[src/design/weca_pkg.sv]
// weca_pkg: shared constants, codes and types for the windowed event count alarm.
// No dependencies; imported by weca_cell, weca_chain and the top level.
package weca_pkg;

  localparam int unsigned WECA_MAX_COUNT = 16;

  localparam int unsigned TIME_W     = 32;
  localparam int unsigned TRIG_W     = 5;
  localparam int unsigned CMD_W      = 2;
  localparam int unsigned CFG_IDX_W  = 3;
  localparam int unsigned CFG_DATA_W = 32;
  localparam int unsigned S_DATA_W   = 40;
  localparam int unsigned M_DATA_W   = 40;

  typedef enum logic [CMD_W-1:0] {
    CMD_MSG   = 2'd0,
    CMD_TICK  = 2'd1,
    CMD_HIT   = 2'd2,
    CMD_CLEAR = 2'd3
  } weca_cmd_e;

  typedef enum logic [CFG_IDX_W-1:0] {
    REG_TRIGGER  = 3'd0,
    REG_WINDOW   = 3'd1,
    REG_AT_LEAST = 3'd2,
    REG_AT_MOST  = 3'd3,
    REG_PERSIST  = 3'd4
  } weca_reg_e;

  // One-cycle operation broadcast to every cell of the chain
  typedef struct packed {
    logic clear;       // drop all entries
    logic shift;       // append: shift stamps and valids one place
    logic shift_keep;  // drop oldest and append: shift stamps, valids stay
    logic pop;         // drop oldest entry
    logic trim;        // keep only the newest limit entries
  } weca_cell_ctl_t;

endpackage

[src/design/windowed_event_count_alarm_top.sv]
// windowed_event_count_alarm_top: sliding window event count alarm cell.
// An unlatched message beat walks EXPIRE, dropping expired entries one per cycle from the oldest
// cell and then trimming to the trigger count, then FINISH and DONE; latched message, tick, hit
// and clear beats go straight to DONE. DONE loads the result into the output register once it is
// free; a new beat is taken only in IDLE, and the output register lets it in while the result waits.
// Reset (rst_ni low, async): chain empty, cell off, event time 0.
module windowed_event_count_alarm_top import weca_pkg::*; #(
  parameter int unsigned MAX_COUNT = WECA_MAX_COUNT
) (
  input  logic                  clk_i,
  input  logic                  rst_ni,
  // config write port
  input  logic                  cfg_we_i,
  input  logic [CFG_IDX_W-1:0]  cfg_idx_i,
  input  logic [CFG_DATA_W-1:0] cfg_data_i,
  // input beats
  input  logic                  s_axis_tvalid,
  output logic                  s_axis_tready,
  input  logic [S_DATA_W-1:0]   s_axis_tdata,  // [31:0] time_value, [32] hit_value
  input  logic [CMD_W-1:0]      s_axis_tuser,  // [1:0] command
  // result beats
  output logic                  m_axis_tvalid,
  input  logic                  m_axis_tready,
  output logic [M_DATA_W-1:0]   m_axis_tdata   // [0] flipped, [1] cell_on,
                                               // [2] schedule_valid, [34:3] schedule_time
);

  localparam int unsigned CW = $clog2(MAX_COUNT + 1);

  typedef enum logic [1:0] {
    S_IDLE,
    S_EXPIRE,
    S_FINISH,
    S_DONE
  } state_e;

  // Config registers
  logic [TRIG_W-1:0] trig_q;
  logic [TIME_W-1:0] window_q;
  logic              at_least_q, at_most_q, persist_q;

  // Control and result state
  state_e            state_q, state_d;
  logic [CW-1:0]     count_q, count_d;
  logic              on_q, on_d;
  logic              def_q, def_d;
  logic [TIME_W-1:0] event_q, event_d;
  logic [TIME_W-1:0] time_q, time_d;
  logic              flip_q, flip_d;
  logic              sched_q, sched_d;
  logic [TIME_W-1:0] schtime_q, schtime_d;
  logic              out_valid_q, out_valid_d;
  logic [M_DATA_W-1:0] out_data_q, out_data_d;

  // Chain interface
  weca_cell_ctl_t    ctl;
  logic [CW-1:0]     tc;
  logic [MAX_COUNT-1:0] chain_valid;
  logic [TIME_W-1:0] oldest_stamp;
  logic              oldest_expired;

  // Decoded input beat
  weca_cmd_e         in_cmd;
  logic [TIME_W-1:0] in_time;
  logic              in_hit;
  logic              next_on;
  logic              full;

  assign in_cmd  = weca_cmd_e'(s_axis_tuser);
  assign in_time = s_axis_tdata[TIME_W-1:0];
  assign in_hit  = s_axis_tdata[TIME_W];

  // Effective trigger count: zero acts as one, clipped to the chain length
  always_comb begin
    if (trig_q == '0) begin
      tc = CW'(1);
    end else if (32'(trig_q) > MAX_COUNT) begin
      tc = CW'(MAX_COUNT);
    end else begin
      tc = CW'(trig_q);
    end
  end

  //--------------------------------------------------------------------------
  // Config writes (the user must write only while idle; the block itself does not enforce it)
  //--------------------------------------------------------------------------
  always_ff @(posedge clk_i or negedge rst_ni) begin
    if (!rst_ni) begin
      trig_q     <= TRIG_W'(1);
      window_q   <= '0;
      at_least_q <= 1'b0;
      at_most_q  <= 1'b0;
      persist_q  <= 1'b0;
    end else if (cfg_we_i) begin
      unique case (cfg_idx_i)
        REG_TRIGGER:  trig_q     <= cfg_data_i[TRIG_W-1:0];
        REG_WINDOW:   window_q   <= cfg_data_i[TIME_W-1:0];
        REG_AT_LEAST: at_least_q <= cfg_data_i[0];
        REG_AT_MOST:  at_most_q  <= cfg_data_i[0];
        REG_PERSIST:  persist_q  <= cfg_data_i[0];
        default: ;
      endcase
    end
  end

  //--------------------------------------------------------------------------
  // Timestamp chain
  //--------------------------------------------------------------------------
  weca_chain #(
    .N  (MAX_COUNT),
    .CW (CW)
  ) u_chain (
    .clk_i            (clk_i),
    .rst_ni           (rst_ni),
    .ctl_i            (ctl),
    .limit_i          (tc),
    .push_stamp_i     (in_time),
    .ref_time_i       (time_q),
    .window_i         (window_q),
    .valid_o          (chain_valid),
    .oldest_stamp_o   (oldest_stamp),
    .oldest_expired_o (oldest_expired)
  );

  //--------------------------------------------------------------------------
  // Sequencer
  //   IDLE:   take a beat; append message (rotate if latched) / resolve tick, hit, clear at once
  //   EXPIRE: drop one expired oldest per cycle; on exit trim to trigger count
  //   FINISH: fill check, schedule, new on state
  //   DONE:   load output register once it is free
  //--------------------------------------------------------------------------
  assign s_axis_tready = (state_q == S_IDLE);
  assign full          = (count_q == tc);

  always_comb begin
    state_d     = state_q;
    count_d     = count_q;
    on_d        = on_q;
    def_d       = def_q;
    event_d     = event_q;
    time_d      = time_q;
    flip_d      = flip_q;
    sched_d     = sched_q;
    schtime_d   = schtime_q;
    out_valid_d = out_valid_q;
    out_data_d  = out_data_q;
    ctl         = '0;
    next_on     = 1'b0;

    if (out_valid_q && m_axis_tready) begin
      out_valid_d = 1'b0;
    end

    unique case (state_q)
      S_IDLE: begin
        if (s_axis_tvalid) begin
          time_d    = in_time;
          flip_d    = 1'b0;
          sched_d   = 1'b0;
          schtime_d = '0;
          state_d   = S_DONE;
          unique case (in_cmd)
            CMD_MSG: begin
              if (on_q && persist_q) begin
                // latched: oldest out, new one in, count unchanged
                if (count_q != '0) begin
                  ctl.shift_keep = 1'b1;
                end
              end else begin
                ctl.shift = 1'b1;
                if (count_q != CW'(MAX_COUNT)) begin
                  count_d = count_q + CW'(1);
                end
                state_d = S_EXPIRE;
              end
            end
            CMD_TICK: begin
              if (in_time == event_q) begin
                next_on = at_most_q | persist_q;
                flip_d  = next_on ^ on_q;
                on_d    = next_on;
              end
            end
            CMD_HIT: begin
              if (!def_q) begin
                def_d  = 1'b1;
                on_d   = in_hit;
                flip_d = 1'b1;
              end else if (in_hit != on_q) begin
                on_d   = in_hit;
                flip_d = 1'b1;
              end
            end
            CMD_CLEAR: begin
              ctl.clear = 1'b1;
              count_d   = '0;
              on_d      = 1'b0;
              def_d     = 1'b0;
              event_d   = '0;
            end
            default: ;
          endcase
        end
      end

      S_EXPIRE: begin
        if (count_q > CW'(1) && oldest_expired) begin
          ctl.pop = 1'b1;
          count_d = count_q - CW'(1);
        end else begin
          if (count_q > tc) begin
            ctl.trim = 1'b1;
            count_d  = tc;
          end
          state_d = S_FINISH;
        end
      end

      S_FINISH: begin
        if (full || at_most_q) begin
          event_d   = oldest_stamp + window_q + TIME_W'(1);
          sched_d   = 1'b1;
          schtime_d = oldest_stamp + window_q + TIME_W'(1);
        end
        next_on = full & at_least_q;
        flip_d  = next_on ^ on_q;
        on_d    = next_on;
        state_d = S_DONE;
      end

      S_DONE: begin
        if (!out_valid_q || m_axis_tready) begin
          out_valid_d = 1'b1;
          out_data_d  = M_DATA_W'({schtime_q, sched_q, on_q, flip_q});
          state_d     = S_IDLE;
        end
      end

      default: state_d = S_IDLE;
    endcase
  end

  always_ff @(posedge clk_i or negedge rst_ni) begin
    if (!rst_ni) begin
      state_q     <= S_IDLE;
      count_q     <= '0;
      on_q        <= 1'b0;
      def_q       <= 1'b0;
      event_q     <= '0;
      out_valid_q <= 1'b0;
    end else begin
      state_q     <= state_d;
      count_q     <= count_d;
      on_q        <= on_d;
      def_q       <= def_d;
      event_q     <= event_d;
      out_valid_q <= out_valid_d;
    end
  end

  // Per-beat payload, no reset needed
  always_ff @(posedge clk_i) begin
    time_q     <= time_d;
    flip_q     <= flip_d;
    sched_q    <= sched_d;
    schtime_q  <= schtime_d;
    out_data_q <= out_data_d;
  end

  assign m_axis_tvalid = out_valid_q;
  assign m_axis_tdata  = out_data_q;

  //--------------------------------------------------------------------------
  // Assertions
  //--------------------------------------------------------------------------
  // fill count tracks the thermometer of valid cells
  a_count_matches_chain: assert property (@(posedge clk_i) disable iff (!rst_ni)
    $countones(chain_valid) == int'(count_q))
    else $error("fill count out of step with chain valids");

  a_count_bound: assert property (@(posedge clk_i) disable iff (!rst_ni)
    int'(count_q) <= int'(MAX_COUNT))
    else $error("fill count above chain length");

  // a clear beat empties the cell and turns it off
  a_clear_empties: assert property (@(posedge clk_i) disable iff (!rst_ni)
    (s_axis_tvalid && s_axis_tready && s_axis_tuser == CMD_CLEAR)
      |=> (count_q == '0 && !on_q && !def_q && event_q == '0))
    else $error("clear beat left state behind");

  // a finished result waits in DONE while the output register is held
  a_done_holds: assert property (@(posedge clk_i) disable iff (!rst_ni)
    (state_q == S_DONE && out_valid_q && !m_axis_tready) |=> state_q == S_DONE)
    else $error("result dropped while output stalled");

  // expiry walk never leaves the window holding more than the trigger count
  a_trim_done: assert property (@(posedge clk_i) disable iff (!rst_ni)
    (state_q == S_FINISH) |-> (count_q <= tc && count_q != '0))
    else $error("window not trimmed before finish");

endmodule

[src/design/weca_cell.sv]
// weca_cell: one timestamp slot of the chain; newest entries sit at low indexes.
// Depends on weca_pkg.
module weca_cell import weca_pkg::*; #(
  parameter int unsigned IDX = 0,
  parameter int unsigned CW  = 5
) (
  input  logic              clk_i,
  input  logic              rst_ni,
  input  weca_cell_ctl_t    ctl_i,
  input  logic [CW-1:0]     limit_i,
  input  logic [TIME_W-1:0] ref_time_i,
  input  logic [TIME_W-1:0] window_i,
  input  logic [TIME_W-1:0] prev_stamp_i,
  input  logic              prev_valid_i,
  input  logic              next_valid_i,
  output logic [TIME_W-1:0] stamp_o,
  output logic              valid_o,
  output logic              oldest_o,
  output logic              expired_o
);

  logic [TIME_W-1:0] stamp_q, stamp_d;
  logic              valid_q, valid_d;
  logic [TIME_W-1:0] age;
  logic              keep_ok;

  assign oldest_o  = valid_q & ~next_valid_i;
  assign age       = ref_time_i - stamp_q;   // wraps mod 2^32
  assign expired_o = valid_q & (age > window_i);
  assign keep_ok   = CW'(IDX) < limit_i;
  assign stamp_o   = stamp_q;
  assign valid_o   = valid_q;

  always_comb begin
    valid_d = valid_q;
    stamp_d = stamp_q;
    if (ctl_i.clear) begin
      valid_d = 1'b0;
    end else if (ctl_i.shift) begin
      valid_d = prev_valid_i;
      stamp_d = prev_stamp_i;
    end else if (ctl_i.shift_keep) begin
      stamp_d = prev_stamp_i;
    end else if (ctl_i.pop) begin
      valid_d = valid_q & ~oldest_o;
    end else if (ctl_i.trim) begin
      valid_d = valid_q & keep_ok;
    end
  end

  always_ff @(posedge clk_i or negedge rst_ni) begin
    if (!rst_ni) begin
      valid_q <= 1'b0;
    end else begin
      valid_q <= valid_d;
    end
  end

  always_ff @(posedge clk_i) begin
    stamp_q <= stamp_d;
  end

endmodule

[src/design/weca_chain.sv]
// weca_chain: row of weca_cell slots plus the pick of the oldest entry.
// Depends on weca_pkg and weca_cell.
module weca_chain import weca_pkg::*; #(
  parameter int unsigned N  = WECA_MAX_COUNT,
  parameter int unsigned CW = $clog2(N + 1)
) (
  input  logic              clk_i,
  input  logic              rst_ni,
  input  weca_cell_ctl_t    ctl_i,
  input  logic [CW-1:0]     limit_i,
  input  logic [TIME_W-1:0] push_stamp_i,
  input  logic [TIME_W-1:0] ref_time_i,
  input  logic [TIME_W-1:0] window_i,
  output logic [N-1:0]      valid_o,
  output logic [TIME_W-1:0] oldest_stamp_o,
  output logic              oldest_expired_o
);

  logic [TIME_W-1:0] stamp_w [N];
  logic [N-1:0]      valid_w;
  logic [N-1:0]      oldest_w;
  logic [N-1:0]      expired_w;

  for (genvar g = 0; g < N; g++) begin : g_cell
    logic [TIME_W-1:0] prev_stamp;
    logic              prev_valid;
    logic              next_valid;

    if (g == 0) begin : g_head
      assign prev_stamp = push_stamp_i;
      assign prev_valid = 1'b1;
    end else begin : g_body
      assign prev_stamp = stamp_w[g-1];
      assign prev_valid = valid_w[g-1];
    end

    if (g == N - 1) begin : g_tail
      assign next_valid = 1'b0;
    end else begin : g_link
      assign next_valid = valid_w[g+1];
    end

    weca_cell #(
      .IDX (g),
      .CW  (CW)
    ) u_cell (
      .clk_i        (clk_i),
      .rst_ni       (rst_ni),
      .ctl_i        (ctl_i),
      .limit_i      (limit_i),
      .ref_time_i   (ref_time_i),
      .window_i     (window_i),
      .prev_stamp_i (prev_stamp),
      .prev_valid_i (prev_valid),
      .next_valid_i (next_valid),
      .stamp_o      (stamp_w[g]),
      .valid_o      (valid_w[g]),
      .oldest_o     (oldest_w[g]),
      .expired_o    (expired_w[g])
    );
  end

  // Valids form a thermometer, so at most one cell flags itself oldest
  always_comb begin
    oldest_stamp_o   = '0;
    oldest_expired_o = 1'b0;
    for (int i = 0; i < N; i++) begin
      oldest_stamp_o   = oldest_stamp_o | (stamp_w[i] & {TIME_W{oldest_w[i]}});
      oldest_expired_o = oldest_expired_o | (oldest_w[i] & expired_w[i]);
    end
  end

  assign valid_o = valid_w;

endmodule

[config.mk]
export PLATFORM = sky130hd
export DESIGN_NAME = windowed_event_count_alarm_top
export DESIGN_NICKNAME = d
export VERILOG_FILES = /design/src/design/weca_pkg.sv /design/src/design/windowed_event_count_alarm_top.sv /design/src/design/weca_cell.sv /design/src/design/weca_chain.sv
export SDC_FILE = /design/constraint.sdc
export NUM_CORES = 2
export LEC_CHECK = 0
export BUFFER_PORTS_ARGS = -buffer_cell sky130_fd_sc_hd__buf_2
export CORE_UTILIZATION = 35
export CTS_BUF_LIST = sky130_fd_sc_hd__clkbuf_4
export CTS_CLUSTER_DIAMETER = 150
export DETAILED_ROUTE_END_ITERATION = 16
export GPL_ROUTABILITY_DRIVEN = 0
export PLACE_DENSITY_LB_ADDON = 0.15
export SLEW_MARGIN = 10
export SYNTH_ARGS = -nofsm -noshare
export SYNTH_HDL_FRONTEND = slang
export SYNTH_SLANG_ARGS = --single-unit
[constraint.sdc]
create_clock -name clk_i -period 47.1 [get_ports clk_i]
set_input_delay 7.065 -clock clk_i [delete_from_list [all_inputs] [get_ports clk_i]]
set_output_delay 7.065 -clock clk_i [all_outputs]
set_load 0.05 [all_outputs]
== Yosys cells after proc, flatten, opt, wreduce, memory -nomap -nowiden ==
Cells that the tools add are included.
Cells by class
  add/sub/neg operators: 20
  magnitude comparators: 35
  equal/unequal tests: 27
  multiplexer cells: 163
  bitwise logic cells: 159
  reductions and logical operators: 32
Operators with widths (count)
  32-bit two-way mux: 36
  32-bit bitwise AND: 16
  32-bit > comparator: 16
  32-bit subtractor: 16
  32-bit OR: 15
  32-bit case mux with 2 select lines: 2
  1-bit two-way mux: 100
  1-bit bitwise AND: 79
  4-bit by 5-bit < comparator with 1-bit output, first input constant: 8
  5-bit two-way mux: 7
  32-bit by 1-bit adder with 32-bit output, second input constant: 1
  32-bit adder: 1
  32-bit == test: 1
  1-bit NOT: 31
  3-bit by 5-bit < comparator with 1-bit output, first input constant: 4
  5-bit case mux with 2 select lines: 2
  2-bit AND reduction: 10
  1-bit OR: 16
  2-bit two-way mux: 7
  3-bit != test, second input constant: 4
  1-bit by 5-bit < comparator with 1-bit output, first input constant: 2
  2-bit by 5-bit < comparator with 1-bit output, first input constant: 2
  1-bit case mux with 2 select lines: 5
  3-bit AND reduction: 3
  other kinds (34): 52
Word-level totals
  register bits after elaboration: 711
  bits of input ports: 82
  output and inout bits: 42
  word-level logic and storage cells: 484

== Depth between registers and ports, before layout ==
  depth after elaboration: 27
  depth in mapped cells: 30
  mapped depth without buffers: 29

== Hierarchy ==
Synthesis repeated with hierarchy kept, for this count alone.
Unflattened totals
  cells, all modules: 7977
  area total of the unflattened synthesis: 71494.8 µm²
By module, submodules not included
  windowed_event_count_alarm_top: times used 1, cells each 773, area an instance 9260.1 µm², seq. area each 5086.1 µm²
  weca_cell at u_chain.g_cell[12].u_cell ...: times used 2, cells each 444, area an instance 3752.3 µm², seq. area each 985.9 µm²
  weca_cell at u_chain.g_cell[9].u_cell: times used 1, cells each 470, area an instance 3957.5 µm², seq. area each 985.9 µm²
  weca_cell at u_chain.g_cell[8].u_cell: times used 1, cells each 470, area an instance 3897.5 µm², seq. area each 985.9 µm²
  weca_cell at u_chain.g_cell[4].u_cell: times used 1, cells each 444, area an instance 3751.1 µm², seq. area each 985.9 µm²
  weca_cell at u_chain.g_cell[0].u_cell: times used 1, cells each 431, area an instance 3738.6 µm², seq. area each 985.9 µm²
  weca_cell at u_chain.g_cell[5].u_cell: times used 1, cells each 422, area an instance 3661.0 µm², seq. area each 985.9 µm²
  weca_cell at u_chain.g_cell[1].u_cell: times used 1, cells each 422, area an instance 3659.8 µm², seq. area each 985.9 µm²
  weca_cell at u_chain.g_cell[15].u_cell: times used 1, cells each 422, area an instance 3654.8 µm², seq. area each 985.9 µm²
  weca_cell at u_chain.g_cell[7].u_cell: times used 1, cells each 421, area an instance 3652.3 µm², seq. area each 985.9 µm²
  weca_cell at u_chain.g_cell[6].u_cell: times used 1, cells each 422, area an instance 3638.5 µm², seq. area each 985.9 µm²
  weca_cell at u_chain.g_cell[11].u_cell: times used 1, cells each 410, area an instance 3608.5 µm², seq. area each 985.9 µm²
  weca_cell at u_chain.g_cell[3].u_cell: times used 1, cells each 408, area an instance 3608.5 µm², seq. area each 985.9 µm²
  weca_cell at u_chain.g_cell[13].u_cell: times used 1, cells each 406, area an instance 3530.9 µm², seq. area each 985.9 µm²
  +3 rows

== Least setup slack after synthesis ==
Ideal clock, no wire load.
  kind: input to register
  from: in s_axis_tvalid
  to: reg u_chain.g_cell[0].u_cell.stamp_q[0], enable pin
  setup time: 2.303 ns
  arrival time: 47.108 ns
  required time: 44.797 ns
  slack: -2.312 ns
  stages: 4
  path buffers: 0
  cell sequence: inv_1 nor2_1 nand2_1 a311oi_1
Between the ends
  cells in the longest elaborated chain, start to end: 4
  elaborated cells on any way between the ends: 5
  those cells by class: mux: 2; bitwise: 1; reduce/logical: 2
RTL lines
  start, declared: line windowed_event_count_alarm_top.sv:17  | input logic s_axis_tvalid,
  3-bit two-way mux (*): line windowed_event_count_alarm_top.sv:156  | if (s_axis_tvalid) begin
  3-bit two-way mux (*): line windowed_event_count_alarm_top.sv:154  | unique case (state_q)
  2-bit nonzero test (no line) or 1-bit NOT (tied branches)
  2-bit AND reduction (no line) (*)
  end signal, assigned: line weca_cell.sv:60  | stamp_q <= stamp_d;
  end, declared: line weca_cell.sv:22  | logic [TIME_W-1:0] stamp_q, stamp_d;
Mark *: on every way between the ends. The rest lies on a longest branch, timed or not.
A chain may end at the register's enable or synchronous reset.

== Worst setup path in the final report ==
  from: reg time_q[1]
  to: reg u_chain.g_cell[8].u_cell.valid_q
Between the ends
  cells in the longest elaborated chain, start to end: 26
  elaborated cells on any way between the ends: 89
  those cells by class: add/sub: 16; order compare: 16; mux: 7; bitwise: 47; reduce/logical: 3
RTL lines
  start, declared: line windowed_event_count_alarm_top.sv:48  | logic [TIME_W-1:0] time_q, time_d;
  start signal, assigned: line windowed_event_count_alarm_top.sv:263  | time_q <= time_d;
  32-bit subtractor: line weca_cell.sv:28  | assign age = ref_time_i - stamp_q;
  32-bit > comparator: line weca_cell.sv:29  | assign expired_o = valid_q & (age > window_i);
  1-bit bitwise AND: line weca_cell.sv:29
  1-bit bitwise AND: line weca_chain.sv:69  | oldest_expired_o = oldest_expired_o | (oldest_w[i] & expired_w[i]);
  1-bit OR (14 in series): line weca_chain.sv:69
  1-bit OR (*): line weca_chain.sv:69
  1-bit logical AND (*): line windowed_event_count_alarm_top.sv:207  | if (count_q > CW'(1) && oldest_expired) begin
  1-bit two-way mux: line windowed_event_count_alarm_top.sv:207
  2-bit two-way mux (*): line windowed_event_count_alarm_top.sv:154
  1-bit two-way mux: line weca_cell.sv:44  | end else if (ctl_i.pop) begin
  1-bit two-way mux: line weca_cell.sv:42  | end else if (ctl_i.shift_keep) begin
  1-bit two-way mux: line weca_cell.sv:39  | end else if (ctl_i.shift) begin
  1-bit two-way mux: line weca_cell.sv:37  | if (ctl_i.clear) begin
  end signal, assigned: line weca_cell.sv:55  | valid_q <= valid_d;
  end, declared: line weca_cell.sv:23  | logic valid_q, valid_d;
Mark *: on every way between the ends. The rest lies on a longest branch, timed or not. The select of a mux whose other input is x is not followed.

==> impl_metrics.csv <==
group,metric,value,unit
logic_synthesis,synth_area_per_cell,9.62,sq um
timing,skew,0.0934,ns
logic_synthesis,synth_mux_area_share,0.617,%
timing,finalHoldViolCount,0,
worst_setup_path,critPathMaxFanout,28,
final_layout,layout_common_cells,"ha_1, inv_1, edfxtp_1, a21oi_1, a21o_1",
hold_path,min_path_type,"register to register",
die,die_height,427,um
timing,rsz0062_at_grt,"no",
clocking,clkLatencyLatePin,1.27,ns
drt,via_per_inst,5.75,
logic_synthesis,synth_fa_ha_area_share,21.4,%
clocking,post_cts_resize_count,0,
global_route,grt_pass1_vias,54626,
timing,relSlewSlack,19.5,%
logic_synthesis,synthSimpleGateAreaFrac,11.8,%
global_route,antenna_found_initial,12,
clocking,cts_tree,"done",
drt,wl_per_cell,25.1,um
drt,dr.pass1.iters,5,
die,die_area,182000,sq um
logic_synthesis,yosysWarnings,0,
drt,drc,0,
logic_synthesis,yosysSeqAreaShare,33.0,%
place,portBuffers,111,
timing,hold_ws,0.415,ns
global_route,grt_overflow,0,
worst_setup_path,rr_worst_depth,27,
worst_setup_path,cp.arrival,11.15,ns
timing,max_freq,99.9,MHz
worst_setup_path,critPathKind,"register to register",
final_layout,nNetsFinal,8061,
die,design.core.area,179000,sq um
timing,finalCritPeriodShare,21.3,%
worst_setup_path,cp-start-kind,"register",
clocking,cts_sinks,711,
final_layout,layoutNonFillerInstCount,9443,
clocking,cts_max_level,4,
worst_setup_path,end_kind,"register",
timing,setup_viol,0,
logic_synthesis,syn_inst,6575,
logic_synthesis,synth_edf_count,613,
global_route,grt_pass1_wl,342000,um
clocking,cts_hold_buf,0,
logic_synthesis,synth_xor_area_share,7.01,%
final_layout,final_layout_size_suffix_gt1_share,9.27,%
die,start_util,35.3,%
hold_path,min_from,"schtime_q[15]",
clocking,clockRootBuffer,"clkbuf_4",
global_route,grt_usage,25.5,%
clocking,numCtsBuffers,202,
logic_synthesis,asyncSetResetFlopFracSynth,13.8,%
final_layout,layout_commonest_cell,"ha_1",
logic_synthesis,netlist_area,63200,sq um
global_route,grt_start_max_net_pins,153,
worst_setup_path,rrSetupSlack,37.09,ns
timing,fin_crit,10.01,ns
hold_path,worst_hold_path.endpoint,"m_axis_tdata[18]",
logic_synthesis,synth_top_family_by_area,"compound AO/OA/AOI/OAI gates",
worst_setup_path,worstReg2RegStart,"time_q[1]",
die,die_w,427,um
logic_synthesis,synth_compound_area_share,21.7,%
place,detailed_place_hpwl,187000,um
final_layout,final_util,39.2,%
run,maxCapViolations,0,
place,placedCellCount,9057,
logic_synthesis,synth-main-ff-cell,"edfxtp_1",
logic_synthesis,yosysUniqueCellTypes,90,
timing,slew_viol_final,0,
logic_synthesis,synth_seq_cells,711,
clocking,cts_buffer_depth,3,
die,ios,124,
hold_path,min_delay_path_depth,0,
drt,dr.first_iter.drc_count,4303,
clocking,clk_pin_slew,0.08,ns
timing,worstMarginPinSlew,1.20,ns
worst_setup_path,reg2reg_to,"u_chain.g_cell[8].u_cell.valid_o",
die,rows,155,
pwr,vdd_drop_max,0.0576,mV
worst_setup_path,crit_required,48.24,ns
run_status,status,"completed",
final_layout,area_delta_synth_final,10.9,%
drt,wirelength,237000,um
drt,postRouteAntennaNets,0,
pwr,power_density,48.1,nW/um^2
pwr,p_leak,31.4,nW
clocking,cts_setup_buffers,0,
drt,vias,54300,
timing,setup_tns,0,ns
[layer usage]
layer / routed length [um] / up-vias / GRT usage, %
li1: - / 25478 / -
met1: 101000 / 26501 / 32.3
met2: 108000 / 1925 / 41.9
met3: 17600 / 392 / 5.22
met4: 9940 / 4 / 10.9
met5: 172 / - / 0.661
[critical path, cell delays in order (launching register included)]
cell,delay [ns]
edfxtp_1,0.51
buf_4,0.33
fa_1,0.52
a21o_1,0.18
a21oi_1,0.25
nor2b_1,0.08
o21ai_0,0.39
a211oi_1,0.21
o21a_1,0.30
o41ai_1,0.82
o21ai_0,0.46
o221a_2,0.38
o21a_1,0.17
nor2_1,0.11
xnor2_1,0.14
ha_1,0.26
and4_1,0.17
a31o_2,0.25
a221o_1,0.29
a31oi_1,0.32
o31ai_1,0.26
o21ai_0,0.99
o21ai_0,0.34
nor4_1,0.65
a21boi_2,0.29
o21ai_1,0.84
o311ai_0,0.27
o21ai_0,0.14
[cells by family (layout without fill, tap and decap cells)]
| group | count (synthesis) | count (layout) |
|---|---|---|
| compound gates | 2022 | 2022 |
| simple gates | 1469 | 1469 |
| other cells | 1 | 13 |
| fa+ha+maj | 1073 | 1073 |
| mux | 35 | 35 |
| xor+xnor | 506 | 506 |
| flops | 711 | 711 |
| buf+inv | 758 | 1259 |
[power by group]
part	internal (mW)	switching (mW)	leakage (nW)
logic	0.731	1.18	23.0
clock network	0.316	0.314	1.59
registers	0.780	0.0539	6.82
total	1.83	1.55	31.4
[how the worst max path moves through the flow]
stage,end,depth (start not counted),from,slack [ns]
4_1_cts,u_chain.g_cell[2].u_cell.valid_o,27,time_q[1],37.10
5_1_grt,u_chain.g_cell[8].u_cell.valid_o,26,time_q[1],36.85
3_3_place_gp,event_q[15],10,s_axis_tvalid,36.50
2_1_floorplan,u_chain.g_cell[0].u_cell.stamp_o[0],4,s_axis_tvalid,15.90
3_5_place_dp,event_q[15],10,s_axis_tvalid,36.45
6_report,u_chain.g_cell[8].u_cell.valid_o,27,time_q[1],37.09
[cells in the mapped netlist, types with 19 or more instances]
library cell  count  share of area (%)
a221oi_1        134                1.9
inv_1           660                3.9
and3_1           59               0.58
nor3_1          125               0.99
nand2_1         310                1.8
nand3_1         125               0.99
dfrtp_1          97                3.8
o21bai_1         58               0.69
nor4_1           26               0.26
nor2b_1         102                1.0
xnor2_1         342                4.7
mux2_2           32               0.57
o211ai_1         28               0.33
nor2_1          314                1.9
a21o_1          351                4.2
or3_1            50               0.49
or2_2            22               0.22
nand4_1         146                1.4
edfxtp_1        613                 29
o21a_1          120                1.4
o21ai_0         312                2.5
a31oi_1          38               0.38
xor2_1          164                2.3
a211oi_1         61               0.72
a21oi_1         524                4.1
a22o_1          118                1.6
clkbuf_1         79               0.47
a21boi_0         24               0.28
a211o_1          22               0.30
o31a_1           19               0.26
nand2b_1         76               0.75
and2_1           53               0.52
ha_1           1056                 21
o31ai_1          31               0.37
[per-stage QoR]
stage,setup slack (ns),power (mW),area (sq um)
after global placement,36.50,2.71,67400
after CTS,37.10,3.39,70100
after floorplan,15.90,2.15,63300
after global routing,36.85,3.62,70100
after detailed placement,36.45,2.74,67400
final,37.09,3.38,70100
[layout make-up]
class	count	area (sq um)
antenna	8	20.0
clock buffer	294	2210
clock inverter	84	504
fill	17851	109000
inverter	661	2480
multi-input combinational	5110	39700
sequential	711	20900
tap	2355	2950
timing repair buffer	220	1410
[registers in the layout (all words and copies together) (netlist names), 2 cells and up]
signal                         flops
count_q                            5
schtime_q                         32
state_q                            2
time_q                            32
window_q                          32
u_chain.g_cell.u_cell.valid_o     16
trig_q                             5
event_q                           32
u_chain.g_cell.u_cell.stamp_o    512
m_axis_tdata                      35
Note: power is estimated with default switching activity, not from simulation.
